$ cat config.mk
export PLATFORM = sky130hd
export DESIGN_NAME = http_chunked_body_decoder
export DESIGN_NICKNAME = d
export VERILOG_FILES = /design/src/hdl/hcd_pkg.sv /design/src/hdl/hcd_chunk_fsm.sv /design/src/hdl/http_chunked_body_decoder.sv
export VERILOG_INCLUDE_DIRS = /design/src /design/src/hdl
export SDC_FILE = /design/constraint.sdc
export NUM_CORES = 1
export LEC_CHECK = 0
export BUFFER_PORTS_ARGS = -buffer_cell sky130_fd_sc_hd__buf_4
export CORE_MARGIN = 3
export CORE_UTILIZATION = 42
export DETAILED_ROUTE_END_ITERATION = 8
export GPL_TIMING_DRIVEN = 0
export PLACE_DENSITY_LB_ADDON = 0.05
export SYNTH_ARGS = -nofsm -noshare
export SYNTH_HDL_FRONTEND = slang
export SYNTH_HIERARCHICAL = 1
export SYNTH_SLANG_ARGS = --single-unit
$ cat constraint.sdc
create_clock -name clk_i -period 2.9 [get_ports clk_i]
set_input_delay 0.58 -clock clk_i [delete_from_list [all_inputs] [get_ports clk_i]]
set_output_delay 0.58 -clock clk_i [all_outputs]
set_load 0.005 [all_outputs]
$ cat src/hdl/http_chunked_body_decoder_assert.svh
// Assertion macros for the chunked body decoder, empty under synthesis.
`ifndef HTTP_CHUNKED_BODY_DECODER_ASSERT_SVH
`define HTTP_CHUNKED_BODY_DECODER_ASSERT_SVH

`ifndef SYNTHESIS
`define HCD_ASSERT_NOW(lbl, ante, cons, msg) \
  lbl: assert property (@(posedge clk_i) disable iff (!rst_ni) (ante) |-> (cons)) \
    else $error(msg);
`define HCD_ASSERT_NEXT(lbl, ante, cons, msg) \
  lbl: assert property (@(posedge clk_i) disable iff (!rst_ni) (ante) |=> (cons)) \
    else $error(msg);
`else
`define HCD_ASSERT_NOW(lbl, ante, cons, msg)
`define HCD_ASSERT_NEXT(lbl, ante, cons, msg)
`endif

`endif

$ cat src/hdl/hcd_pkg.sv
// Types, constants and helpers shared by the chunked body decoder.
`timescale 1ns / 1ps
package hcd_pkg;

  localparam int unsigned LINE_LIMIT_DEF = 80;
  localparam int unsigned COUNT_BITS_DEF = 32;
  localparam int unsigned BODY_W         = 32;
  localparam int unsigned BYTE_W         = 8;
  localparam int unsigned CFG_IDX_W      = 1;

  typedef enum logic [CFG_IDX_W-1:0] {
    CFG_CHUNKED_MODE = 1'b0,
    CFG_BODY_LENGTH  = 1'b1
  } cfg_idx_e;

  typedef enum logic [2:0] {
    PH_SIZE  = 3'd0,
    PH_DATA  = 3'd1,
    PH_SEP1  = 3'd2,
    PH_SEP2  = 3'd3,
    PH_TRAIL = 3'd4
  } phase_e;

  typedef enum logic [2:0] {
    HX_WS   = 3'd0,
    HX_ZERO = 3'd1,
    HX_PFX  = 3'd2,
    HX_DIG  = 3'd3,
    HX_STOP = 3'd4
  } hex_e;

  typedef enum logic [2:0] {
    ST_RUN   = 3'd0,
    ST_DONE  = 3'd1,
    ST_LINE  = 3'd2,
    ST_CHUNK = 3'd3,
    ST_SEP   = 3'd4,
    ST_BODY  = 3'd5
  } status_e;

  localparam logic [BYTE_W-1:0] CH_TAB  = 8'h09;
  localparam logic [BYTE_W-1:0] CH_LF   = 8'h0A;
  localparam logic [BYTE_W-1:0] CH_VT   = 8'h0B;
  localparam logic [BYTE_W-1:0] CH_FF   = 8'h0C;
  localparam logic [BYTE_W-1:0] CH_CR   = 8'h0D;
  localparam logic [BYTE_W-1:0] CH_SP   = 8'h20;
  localparam logic [BYTE_W-1:0] CH_ZERO = 8'h30;
  localparam logic [BYTE_W-1:0] CH_UX   = 8'h58;
  localparam logic [BYTE_W-1:0] CH_LX   = 8'h78;

  // Result of one chunked-mode step, handed from the parser to the top level.
  typedef struct packed {
    logic    pass;
    status_e status;
  } chk_res_t;

  // One output transfer.
  typedef struct packed {
    status_e           status;
    logic              payload_valid;
    logic [BYTE_W-1:0] payload_byte;
  } res_t;

  // Hex digit value; bit 4 set marks a non-hex character.
  function automatic logic [4:0] hex_value(logic [BYTE_W-1:0] c);
    logic [4:0] v;
    v = 5'h10;
    if (c >= 8'h30 && c <= 8'h39) begin
      v = {1'b0, 4'(c - 8'h30)};
    end else if (c >= 8'h61 && c <= 8'h66) begin
      v = {1'b0, 4'(c - 8'h57)};
    end else if (c >= 8'h41 && c <= 8'h46) begin
      v = {1'b0, 4'(c - 8'h37)};
    end
    return v;
  endfunction

  function automatic logic is_space(logic [BYTE_W-1:0] c);
    return c == CH_SP || c == CH_TAB || c == CH_LF || c == CH_VT || c == CH_FF || c == CH_CR;
  endfunction

endpackage

$ cat src/hdl/hcd_chunk_fsm.sv
// Chunked transfer parser: size lines, chunk data, separators and trailers.
`timescale 1ns / 1ps
module hcd_chunk_fsm #(
  parameter int unsigned LINE_LIMIT = hcd_pkg::LINE_LIMIT_DEF,
  parameter int unsigned COUNT_BITS = hcd_pkg::COUNT_BITS_DEF
) (
  input  logic                      clk_i,
  input  logic                      rst_ni,
  input  logic                      step_i,
  input  logic                      end_i,
  input  logic [hcd_pkg::BYTE_W-1:0] byte_i,
  output hcd_pkg::chk_res_t          res_o
);

  localparam int unsigned LC_W = $clog2(LINE_LIMIT);
  localparam logic [LC_W-1:0] LC_LAST = LC_W'(LINE_LIMIT - 1);

  hcd_pkg::phase_e         phase_q, phase_d;
  hcd_pkg::hex_e           hex_q, hex_d;
  logic [COUNT_BITS-1:0]   chunk_q, chunk_d;
  logic [LC_W-1:0]         lc_q, lc_d;
  logic                    fwc_q, fwc_d;

  logic [LC_W-1:0]         lc_inc;
  logic                    lc_full;
  logic [4:0]              dig;
  logic                    is_hex;
  logic                    is_lf;
  logic                    is_cr;
  logic [COUNT_BITS-1:0]   chunk_dig;
  logic [COUNT_BITS-1:0]   chunk_dec;

  assign lc_inc  = lc_q + LC_W'(1);
  assign lc_full = lc_inc >= LC_LAST;
  assign dig     = hcd_pkg::hex_value(byte_i);
  assign is_hex  = !dig[4];
  assign is_lf   = byte_i == hcd_pkg::CH_LF;
  assign is_cr   = byte_i == hcd_pkg::CH_CR;
  assign chunk_dec = (chunk_q != '0) ? chunk_q - COUNT_BITS'(1) : chunk_q;

  // saturate once a nonzero top nibble would shift out
  assign chunk_dig = (chunk_q[COUNT_BITS-1 -: 4] != 4'h0) ? '1
                   : {chunk_q[COUNT_BITS-5:0], dig[3:0]};

  always_comb begin
    phase_d = phase_q;
    hex_d   = hex_q;
    chunk_d = chunk_q;
    lc_d    = lc_q;
    fwc_d   = fwc_q;
    if (step_i && !end_i) begin
      unique case (phase_q)
        hcd_pkg::PH_SIZE: begin
          if (is_lf) begin
            if (chunk_q == '0) begin
              phase_d = hcd_pkg::PH_TRAIL;
              lc_d    = '0;
              fwc_d   = 1'b0;
            end else begin
              phase_d = hcd_pkg::PH_DATA;
            end
          end else begin
            lc_d = lc_inc;
            if (!lc_full) begin
              unique case (hex_q)
                hcd_pkg::HX_WS: begin
                  if (hcd_pkg::is_space(byte_i)) begin
                    hex_d = hex_q;
                  end else if (byte_i == hcd_pkg::CH_ZERO) begin
                    chunk_d = '0;
                    hex_d   = hcd_pkg::HX_ZERO;
                  end else if (is_hex) begin
                    chunk_d = chunk_dig;
                    hex_d   = hcd_pkg::HX_DIG;
                  end else begin
                    hex_d = hcd_pkg::HX_STOP;
                  end
                end
                hcd_pkg::HX_ZERO: begin
                  if (byte_i == hcd_pkg::CH_LX || byte_i == hcd_pkg::CH_UX) begin
                    hex_d = hcd_pkg::HX_PFX;
                  end else if (is_hex) begin
                    chunk_d = chunk_dig;
                    hex_d   = hcd_pkg::HX_DIG;
                  end else begin
                    hex_d = hcd_pkg::HX_STOP;
                  end
                end
                hcd_pkg::HX_PFX, hcd_pkg::HX_DIG: begin
                  if (is_hex) begin
                    chunk_d = chunk_dig;
                    hex_d   = hcd_pkg::HX_DIG;
                  end else begin
                    hex_d = hcd_pkg::HX_STOP;
                  end
                end
                default: begin
                  hex_d = hex_q;
                end
              endcase
            end
          end
        end
        hcd_pkg::PH_DATA: begin
          chunk_d = chunk_dec;
          if (chunk_dec == '0) begin
            phase_d = hcd_pkg::PH_SEP1;
          end
        end
        hcd_pkg::PH_SEP1: begin
          fwc_d   = is_cr;
          phase_d = hcd_pkg::PH_SEP2;
        end
        hcd_pkg::PH_SEP2: begin
          if (fwc_q && is_lf) begin
            phase_d = hcd_pkg::PH_SIZE;
            lc_d    = '0;
            hex_d   = hcd_pkg::HX_WS;
            chunk_d = '0;
          end
        end
        hcd_pkg::PH_TRAIL: begin
          if (is_lf) begin
            lc_d  = '0;
            fwc_d = 1'b0;
          end else begin
            if (lc_q == '0) begin
              fwc_d = is_cr;
            end
            lc_d = lc_inc;
          end
        end
        default: begin
          phase_d = phase_q;
        end
      endcase
    end
  end

  always_comb begin
    res_o.pass   = 1'b0;
    res_o.status = hcd_pkg::ST_RUN;
    if (step_i) begin
      if (end_i) begin
        unique case (phase_q)
          hcd_pkg::PH_SIZE:                  res_o.status = hcd_pkg::ST_LINE;
          hcd_pkg::PH_DATA:                  res_o.status = hcd_pkg::ST_CHUNK;
          hcd_pkg::PH_SEP1, hcd_pkg::PH_SEP2: res_o.status = hcd_pkg::ST_SEP;
          default:                           res_o.status = hcd_pkg::ST_DONE;
        endcase
      end else begin
        unique case (phase_q)
          hcd_pkg::PH_SIZE: begin
            if (!is_lf && lc_full) begin
              res_o.status = hcd_pkg::ST_LINE;
            end
          end
          hcd_pkg::PH_DATA: begin
            res_o.pass = 1'b1;
          end
          hcd_pkg::PH_SEP1: begin
            res_o.status = hcd_pkg::ST_RUN;
          end
          hcd_pkg::PH_SEP2: begin
            if (!(fwc_q && is_lf)) begin
              res_o.status = hcd_pkg::ST_SEP;
            end
          end
          default: begin
            if (is_lf) begin
              if (lc_q == '0 || (lc_q == LC_W'(1) && fwc_q)) begin
                res_o.status = hcd_pkg::ST_DONE;
              end
            end else if (lc_full) begin
              res_o.status = hcd_pkg::ST_DONE;
            end
          end
        endcase
      end
    end
  end

  always_ff @(posedge clk_i or negedge rst_ni) begin
    if (!rst_ni) begin
      phase_q <= hcd_pkg::PH_SIZE;
      hex_q   <= hcd_pkg::HX_WS;
      chunk_q <= '0;
      lc_q    <= '0;
      fwc_q   <= 1'b0;
    end else begin
      phase_q <= phase_d;
      hex_q   <= hex_d;
      chunk_q <= chunk_d;
      lc_q    <= lc_d;
      fwc_q   <= fwc_d;
    end
  end

endmodule

$ cat src/hdl/http_chunked_body_decoder.sv
// Top level of the HTTP response body decoder: stream ports, plain mode, output skid.
`timescale 1ns / 1ps
`include "http_chunked_body_decoder_assert.svh"
// Usage:
//   Slave stream: one raw body byte per transfer in s_axis_tdata; s_axis_tuser set
//   marks connection close and the byte is then ignored.
//   Master stream: exactly one transfer per input transfer, in order. tdata holds
//   the payload byte (zero when not a body byte), tuser the payload valid flag and
//   the sticky status (running, complete, bad size line, chunk incomplete, bad
//   separator, body incomplete).
//   Config: cfg_we_i writes register cfg_idx_i (0 chunked mode, 1 body length)
//   with cfg_data_i; write only while the block is idle.
//   Each result is registered in the output register or the skid entry; one byte is
//   taken every cycle while s_axis_tready is high.
//   Reset clears the parser, the byte count, the registers and the status.
//   When the receiver stalls, the output register and one skid entry hold
//   results; s_axis_tready falls once the skid entry is full.
//   Once the status leaves running, inputs are taken and produce no payload.
module http_chunked_body_decoder #(
  parameter int unsigned LINE_LIMIT = hcd_pkg::LINE_LIMIT_DEF,
  parameter int unsigned COUNT_BITS = hcd_pkg::COUNT_BITS_DEF
) (
  input  logic                          clk_i,
  input  logic                          rst_ni,
  input  logic                          s_axis_tvalid,
  output logic                          s_axis_tready,
  input  logic [7:0]                    s_axis_tdata,  // data_byte
  input  logic                          s_axis_tuser,  // stream_end
  output logic                          m_axis_tvalid,
  input  logic                          m_axis_tready,
  output logic [7:0]                    m_axis_tdata,  // payload_byte
  output logic [3:0]                    m_axis_tuser,  // status[2:0], payload_valid
  input  logic                          cfg_we_i,
  input  logic [hcd_pkg::CFG_IDX_W-1:0] cfg_idx_i,
  input  logic [hcd_pkg::BODY_W-1:0]    cfg_data_i
);

  logic                        chunked_q;
  logic [hcd_pkg::BODY_W-1:0]  body_len_q;
  logic [hcd_pkg::BODY_W-1:0]  bp_q, bp_d, bp_inc;
  hcd_pkg::status_e            status_q, status_d;

  hcd_pkg::res_t               res, out_q, skid_q;
  logic                        out_v_q, skid_v_q;
  logic                        in_fire, running, chk_step;
  hcd_pkg::chk_res_t           chk;

  assign s_axis_tready = !skid_v_q;
  assign in_fire       = s_axis_tvalid && s_axis_tready;
  assign running       = status_q == hcd_pkg::ST_RUN;
  assign chk_step      = in_fire && running && chunked_q;
  assign bp_inc        = bp_q + hcd_pkg::BODY_W'(1);

  hcd_chunk_fsm #(
    .LINE_LIMIT(LINE_LIMIT),
    .COUNT_BITS(COUNT_BITS)
  ) u_chunk (
    .clk_i  (clk_i),
    .rst_ni (rst_ni),
    .step_i (chk_step),
    .end_i  (s_axis_tuser),
    .byte_i (s_axis_tdata),
    .res_o  (chk)
  );

  always_comb begin
    res.payload_valid = 1'b0;
    status_d          = status_q;
    bp_d              = bp_q;
    if (in_fire && running) begin
      if (chunked_q) begin
        res.payload_valid = chk.pass;
        status_d          = chk.status;
      end else if (body_len_q != '0) begin
        if (s_axis_tuser) begin
          status_d = (bp_q >= body_len_q) ? hcd_pkg::ST_DONE : hcd_pkg::ST_BODY;
        end else if (bp_q >= body_len_q) begin
          status_d = hcd_pkg::ST_DONE;
        end else begin
          res.payload_valid = 1'b1;
          bp_d              = bp_inc;
          if (bp_inc == body_len_q) begin
            status_d = hcd_pkg::ST_DONE;
          end
        end
      end else begin
        if (s_axis_tuser) begin
          status_d = hcd_pkg::ST_DONE;
        end else begin
          res.payload_valid = 1'b1;
          if (bp_q != '1) begin
            bp_d = bp_inc;
          end
        end
      end
    end
    res.payload_byte = res.payload_valid ? s_axis_tdata : '0;
    res.status       = status_d;
  end

  always_ff @(posedge clk_i or negedge rst_ni) begin
    if (!rst_ni) begin
      chunked_q  <= 1'b0;
      body_len_q <= '0;
    end else if (cfg_we_i) begin
      unique case (hcd_pkg::cfg_idx_e'(cfg_idx_i))
        hcd_pkg::CFG_CHUNKED_MODE: chunked_q  <= cfg_data_i[0];
        hcd_pkg::CFG_BODY_LENGTH:  body_len_q <= cfg_data_i;
        default:                   chunked_q  <= chunked_q;
      endcase
    end
  end

  always_ff @(posedge clk_i or negedge rst_ni) begin
    if (!rst_ni) begin
      status_q <= hcd_pkg::ST_RUN;
      bp_q     <= '0;
    end else begin
      status_q <= status_d;
      bp_q     <= bp_d;
    end
  end

  // output register with one skid entry
  always_ff @(posedge clk_i or negedge rst_ni) begin
    if (!rst_ni) begin
      out_v_q  <= 1'b0;
      skid_v_q <= 1'b0;
    end else if (!out_v_q || m_axis_tready) begin
      if (skid_v_q) begin
        out_v_q  <= 1'b1;
        skid_v_q <= 1'b0;
      end else begin
        out_v_q <= in_fire;
      end
    end else if (in_fire) begin
      skid_v_q <= 1'b1;
    end
  end

  always_ff @(posedge clk_i) begin
    if (!out_v_q || m_axis_tready) begin
      out_q <= skid_v_q ? skid_q : res;
    end else if (in_fire) begin
      skid_q <= res;
    end
  end

  assign m_axis_tvalid = out_v_q;
  assign m_axis_tdata  = out_q.payload_byte;
  assign m_axis_tuser  = {out_q.status, out_q.payload_valid};

  `HCD_ASSERT_NEXT(a_status_sticky, status_q != hcd_pkg::ST_RUN,
    status_q == $past(status_q), "status left a final value")
  `HCD_ASSERT_NOW(a_skid_behind_out, skid_v_q, out_v_q,
    "skid entry holds a result while the output register is empty")
  `HCD_ASSERT_NOW(a_no_payload_after_end, in_fire && !running,
    !res.payload_valid && res.status == status_q, "payload produced after the body ended")
  `HCD_ASSERT_NEXT(a_count_only_plain, in_fire && chunked_q,
    bp_q == $past(bp_q), "plain byte count moved in chunked mode")

endmodule
==> impl_results.html <==
<table>
<tr><th>Metric</th><th>Value</th></tr>
<tr><th colspan="2">Critical path</th></tr>
<tr><td>Endpoint class of the critical path</td><td>flop</td></tr>
<tr><td>Critical Path Fanout Max</td><td>10</td></tr>
<tr><td>CP arrival</td><td>3.38 ns</td></tr>
<tr><td>Crit path launch type</td><td>flop</td></tr>
<tr><td>Type of the worst setup path</td><td>reg2reg</td></tr>
<tr><td>Required time at the worst-slack endpoint</td><td>3.21 ns</td></tr>
<tr><th colspan="2">Clocking</th></tr>
<tr><td>Clock buffer count from CTS</td><td>17</td></tr>
<tr><td>Sinks on Clock Net</td><td>140</td></tr>
<tr><td>Skew-Pair Late Insertion Delay</td><td>0.44 ns</td></tr>
<tr><td>Longest Clk Path Bufs</td><td>2</td></tr>
<tr><td>Number of H-tree branching levels</td><td>4</td></tr>
<tr><td>Root Driver</td><td>clkbuf_16</td></tr>
<tr><td>Clock-pin slew reported for the worst setup and hold paths after clock tree synthesis</td><td>0.07 ns</td></tr>
<tr><td>CTS tree</td><td>yes</td></tr>
<tr><td>Number of buffers added to fix hold violations after cts</td><td>0</td></tr>
<tr><th colspan="2">Cells and area</th></tr>
<tr><td>P&amp;R area growth vs syn</td><td>29.2%</td></tr>
<tr><td>Number of nets at the end of the flow</td><td>between 1000 and 1500</td></tr>
<tr><td>Count of fill cells added during filler insertion</td><td>2060</td></tr>
<tr><td>Non-filler cells in the finished layout</td><td>1561</td></tr>
<tr><td>Final Util</td><td>roughly 55%</td></tr>
<tr><td>Share of cells above drive strength 1</td><td>30.0%</td></tr>
<tr><td>Area of all placed cells without fillers</td><td>approximately 0.013 sq mm</td></tr>
<tr><td>Number of inserted diodes</td><td>0</td></tr>
<tr><th colspan="2">Synthesis</th></tr>
<tr><td>Net count of the mapped netlist</td><td>1165</td></tr>
<tr><td>Number of flip-flops and latches in the synthesized netlist</td><td>140</td></tr>
<tr><td>Post-synthesis average cell area</td><td>9.11 sq um</td></tr>
<tr><td>Netlist cell types</td><td>82</td></tr>
<tr><td>Post-Syn Instances</td><td>1074</td></tr>
<tr><td>Portion of the post-synthesis area used by sequential elements</td><td>37.0%</td></tr>
<tr><td>Synth async-reset ratio</td><td>82.9%</td></tr>
<tr><td>Number of flops mapped to enable cells by yosys</td><td>24</td></tr>
<tr><td>Top_reg_cell synth</td><td>dfrtp_1</td></tr>
<tr><td>Summed instance area of the synthesized netlist</td><td>0.00978 sq mm</td></tr>
<tr><td>Number of warnings reported in the yosys synthesis log</td><td>6</td></tr>
<tr><th colspan="2">Routing</th></tr>
<tr><td>Total routed wire length on the met1 layer</td><td>14.9 mm</td></tr>
<tr><td>First-iteration detailed-routing DRC count</td><td>836</td></tr>
<tr><td>Highest metal layer with signal wires</td><td>met4</td></tr>
<tr><td>Met3 WL post-DR</td><td>~2.0 mm</td></tr>
<tr><td>Number of DRC violations after detailed routing</td><td>0</td></tr>
<tr><td>Avg Vias per Cell</td><td>5.86</td></tr>
<tr><td>Total wire length</td><td>30.9 mm</td></tr>
<tr><td>Detailed Routing Iterations Pass 1</td><td>5</td></tr>
<tr><td>Detailed route wirelength on metal2</td><td>around 13 mm</td></tr>
<tr><td>Routed length per placed instance</td><td>19.8 um</td></tr>
<tr><td>Number of nets with antenna violations after routing</td><td>0</td></tr>
<tr><td>Vias post-DR</td><td>a little over 9000</td></tr>
<tr><th colspan="2">Floorplan</th></tr>
<tr><td>Site row count</td><td>55</td></tr>
<tr><td>Area of the core region</td><td>0.0228 sq mm</td></tr>
<tr><td>Die height</td><td>159 um</td></tr>
<tr><td>Boundary Pins</td><td>61</td></tr>
<tr><td>Effective utilization at floorplan</td><td>43.0%</td></tr>
<tr><td>Die ar.</td><td>0.0252 sq mm</td></tr>
<tr><td>Die Span X</td><td>159 um</td></tr>
<tr><th colspan="2">Timing</th></tr>
<tr><td>Setup_tns</td><td>-3.95 ns</td></tr>
<tr><td>Endpoints failing setup</td><td>46</td></tr>
<tr><td>Unrepaired setup endpoints after global routing</td><td>true</td></tr>
<tr><td>Worst clock skew on the final layout</td><td>0.0146 ns</td></tr>
<tr><td>Achievable frequency</td><td>325 MHz</td></tr>
<tr><td>Worst rel slew slack</td><td>31.4%</td></tr>
<tr><td>Final worst setup slack</td><td>-0.173 ns</td></tr>
<tr><td>Endpoints failing hold</td><td>0</td></tr>
<tr><td>Period Utilization, post-route</td><td>106%</td></tr>
<tr><td>Max-slew violation count</td><td>0</td></tr>
<tr><td>Time the worst path needs with I/O delays and setup</td><td>a little over 3 ns</td></tr>
<tr><td>Transition at the pin with the smallest max-transition slack</td><td>a little over 1 ns</td></tr>
<tr><th colspan="2">Place</th></tr>
<tr><td>Area after detailed placement</td><td>0.0107 sq mm</td></tr>
<tr><td>Placed cells</td><td>1448</td></tr>
<tr><td>Input/output buffers</td><td>60</td></tr>
<tr><td>Weighted congestion reported at the end of routability-driven placement</td><td>0.927</td></tr>
<tr><td>Post-detail-place hpwl</td><td>20.7 mm</td></tr>
<tr><th colspan="2">Run status</th></tr>
<tr><td>Violations in the final reports</td><td>setup timing</td></tr>
<tr><td>Result of the run</td><td>complete, but fails checks</td></tr>
<tr><th colspan="2">Pwr</th></tr>
<tr><td>IR drop worst, VDD</td><td>around 330 uV</td></tr>
<tr><td>Standby leakage power</td><td>5.31 nW</td></tr>
<tr><td>Power consumption</td><td>7.01 mW</td></tr>
<tr><td>Pwr dens</td><td>between 500 and 600 mW/mm^2</td></tr>
<tr><th colspan="2">Global route</th></tr>
<tr><td>Antenna violations before repair</td><td>0</td></tr>
<tr><td>Number of global-route vias before repair</td><td>~8800</td></tr>
<tr><td>Remaining global-route overflow</td><td>0</td></tr>
<tr><td>Overall routing resource usage</td><td>24.8%</td></tr>
<tr><td>Pin count of the biggest net entering global routing</td><td>61</td></tr>
<tr><td>Wire length of the first global-routing pass</td><td>48.9 mm</td></tr>
<tr><th colspan="2">Hold path</th></tr>
<tr><td>Type of the tightest min-delay check</td><td>in2async</td></tr>
<tr><th colspan="2">Flow run</th></tr>
<tr><td>Reported max-cap violation count</td><td>0</td></tr>
</table>
state kept, by name, summed over array words and instances (netlist names):
signal           flops
m_axis_tuser         4
bp_q                32
u_chunk/lc_q         7
u_chunk/fwc_q        1
m_axis_tdata         8
u_chunk/phase_q      3
status_q             3
m_axis_tvalid        1
body_len_q          32
u_chunk/chunk_q     32
chunked_q            1
skid_q              12
skid_v_q             1
u_chunk/hex_q        3
placed cells by master, fill, tap and decap left out, types with 22 or more instances in the layout:
master    synthesis  layout
nand4_1          30      30
nor3_1           32      27
a21oi_1          32      30
dfrtp_2           0      23
clkbuf_1         38      24
nand2_1          84      77
nor2_1           68      63
xor2_1           22      22
xnor2_1          64      58
ha_1             44      41
nand3_1          37      34
o21ai_0          73      65
edfxtp_1         24      24
buf_4             5     145
dfrtp_1         116      93
mux2_2           38      38
inv_1            55      52
layer usage:
metal | global-route usage [%] | up-vias
met5 | 0 | -
met4 | 7.37 | 0
met3 | 3.83 | 61
met2 | 36.6 | 350
met1 | 37.5 | 4442
li1 | - | 4298
cell type report:
| type | instances | area [sq um] | share of cell area [%] |
|---|---|---|---|
| Inverter | 55 | 206 | 1.63 |
| Multi-Input combinational cell | 813 | 6260 | 49.5 |
| Buffer | 60 | 397 | 3.14 |
| Clock buffer | 17 | 425 | 3.37 |
| Clock inverter | 15 | 154 | 1.22 |
| Sequential cell | 140 | 3650 | 28.9 |
| Tap cell | 313 | 392 | 3.10 |
| Timing Repair Buffer | 148 | 1150 | 9.12 |
path summary, 6_finish.rpt:
| kind | start | endpoint | slack, ns | depth (start not counted) |
|---|---|---|---|---|
| setup reg to reg | bp_q[13] | bp_q[28] | -0.17 | 11 |
| max in group asynchronous | rst_ni | body_len_q[25] | 2.06 | 2 |
| min in group clk_i | s_axis_tvalid | m_axis_tvalid | 0.37 | 3 |
| hold / removal | rst_ni | u_chunk/lc_q[5] | 0.12 | 1 |
| hold reg to reg | skid_q[8] | m_axis_tuser[0] | 0.53 | 1 |
| setup / recovery | bp_q[13] | bp_q[28] | -0.17 | 11 |
Yosys cell counts, drive strengths merged, types with 31 or more instances:
cell type | number | area, sq um
clkbuf | 39 | 148
a21oi | 32 | 160
mux2 | 39 | 439
nand4 | 31 | 209
o21ai | 73 | 365
nand3 | 38 | 203
ha | 44 | 551
dfrtp | 116 | 2900
nor2 | 69 | 267
nor3 | 32 | 160
nor4 | 38 | 263
nand2 | 84 | 315
xnor2 | 64 | 561
inv | 55 | 206
kinds of logic (layout without fill, tap and decap cells):
logic type	Yosys count	in the layout	share of synthesized area, %
and+or+nand+nor	396	396	22.3
AOI/OAI and AO/OA	247	247	17.4
DFF	140	140	37.0
buffers and inverters	121	295	5.41
xor gates and xnor gates	86	86	7.70
adders and majority gates	44	44	5.63
muxes	40	40	4.59
where the power goes:
part / switching, mW / internal [mW] / leakage (nW) / total, mW
Sequential: 0.247 / 2.22 / 1.71 / 2.47
Clock: 1.00 / 1.21 / 0.271 / 2.22
Combinational: 1.30 / 1.03 / 3.33 / 2.32
Total: 2.55 / 4.46 / 5.31 / 7.01
critical path: stages, from the launching register on:
cell	delay, ns
dfrtp_1	0.40
ha_1	0.31
a21o_1	0.16
a21o_1	0.17
a221oi_2	0.28
o221ai_2	0.18
a2111o_1	0.49
a311oi_4	0.35
buf_4	0.21
buf_8	0.15
nand3_1	0.10
xnor2_1	0.14
metrics by stage:
stage               hold slack [ns]  setup WS, ns
finish                        0.118        -0.173
global route                  0.165        -0.310
CTS                           0.142       -0.0939
detailed placement            0.516         -1.02
global placement              0.515         -1.03
floorplan                     0.284       0.00408
repair_timing:
| item | 4_1_cts | 5_1_grt |
|---|---|---|
| resized for setup | 111 | 77 |
| pin swaps | 41 | 38 |
| setup buffers | 57 | 29 |
| endpoints found under the hold margin | 0 | 0 |
| cloned | 0 | 2 |
| setup endpoints to repair | 101 | 99 |
No activity file was read; power rests on OpenSTA's default activity.
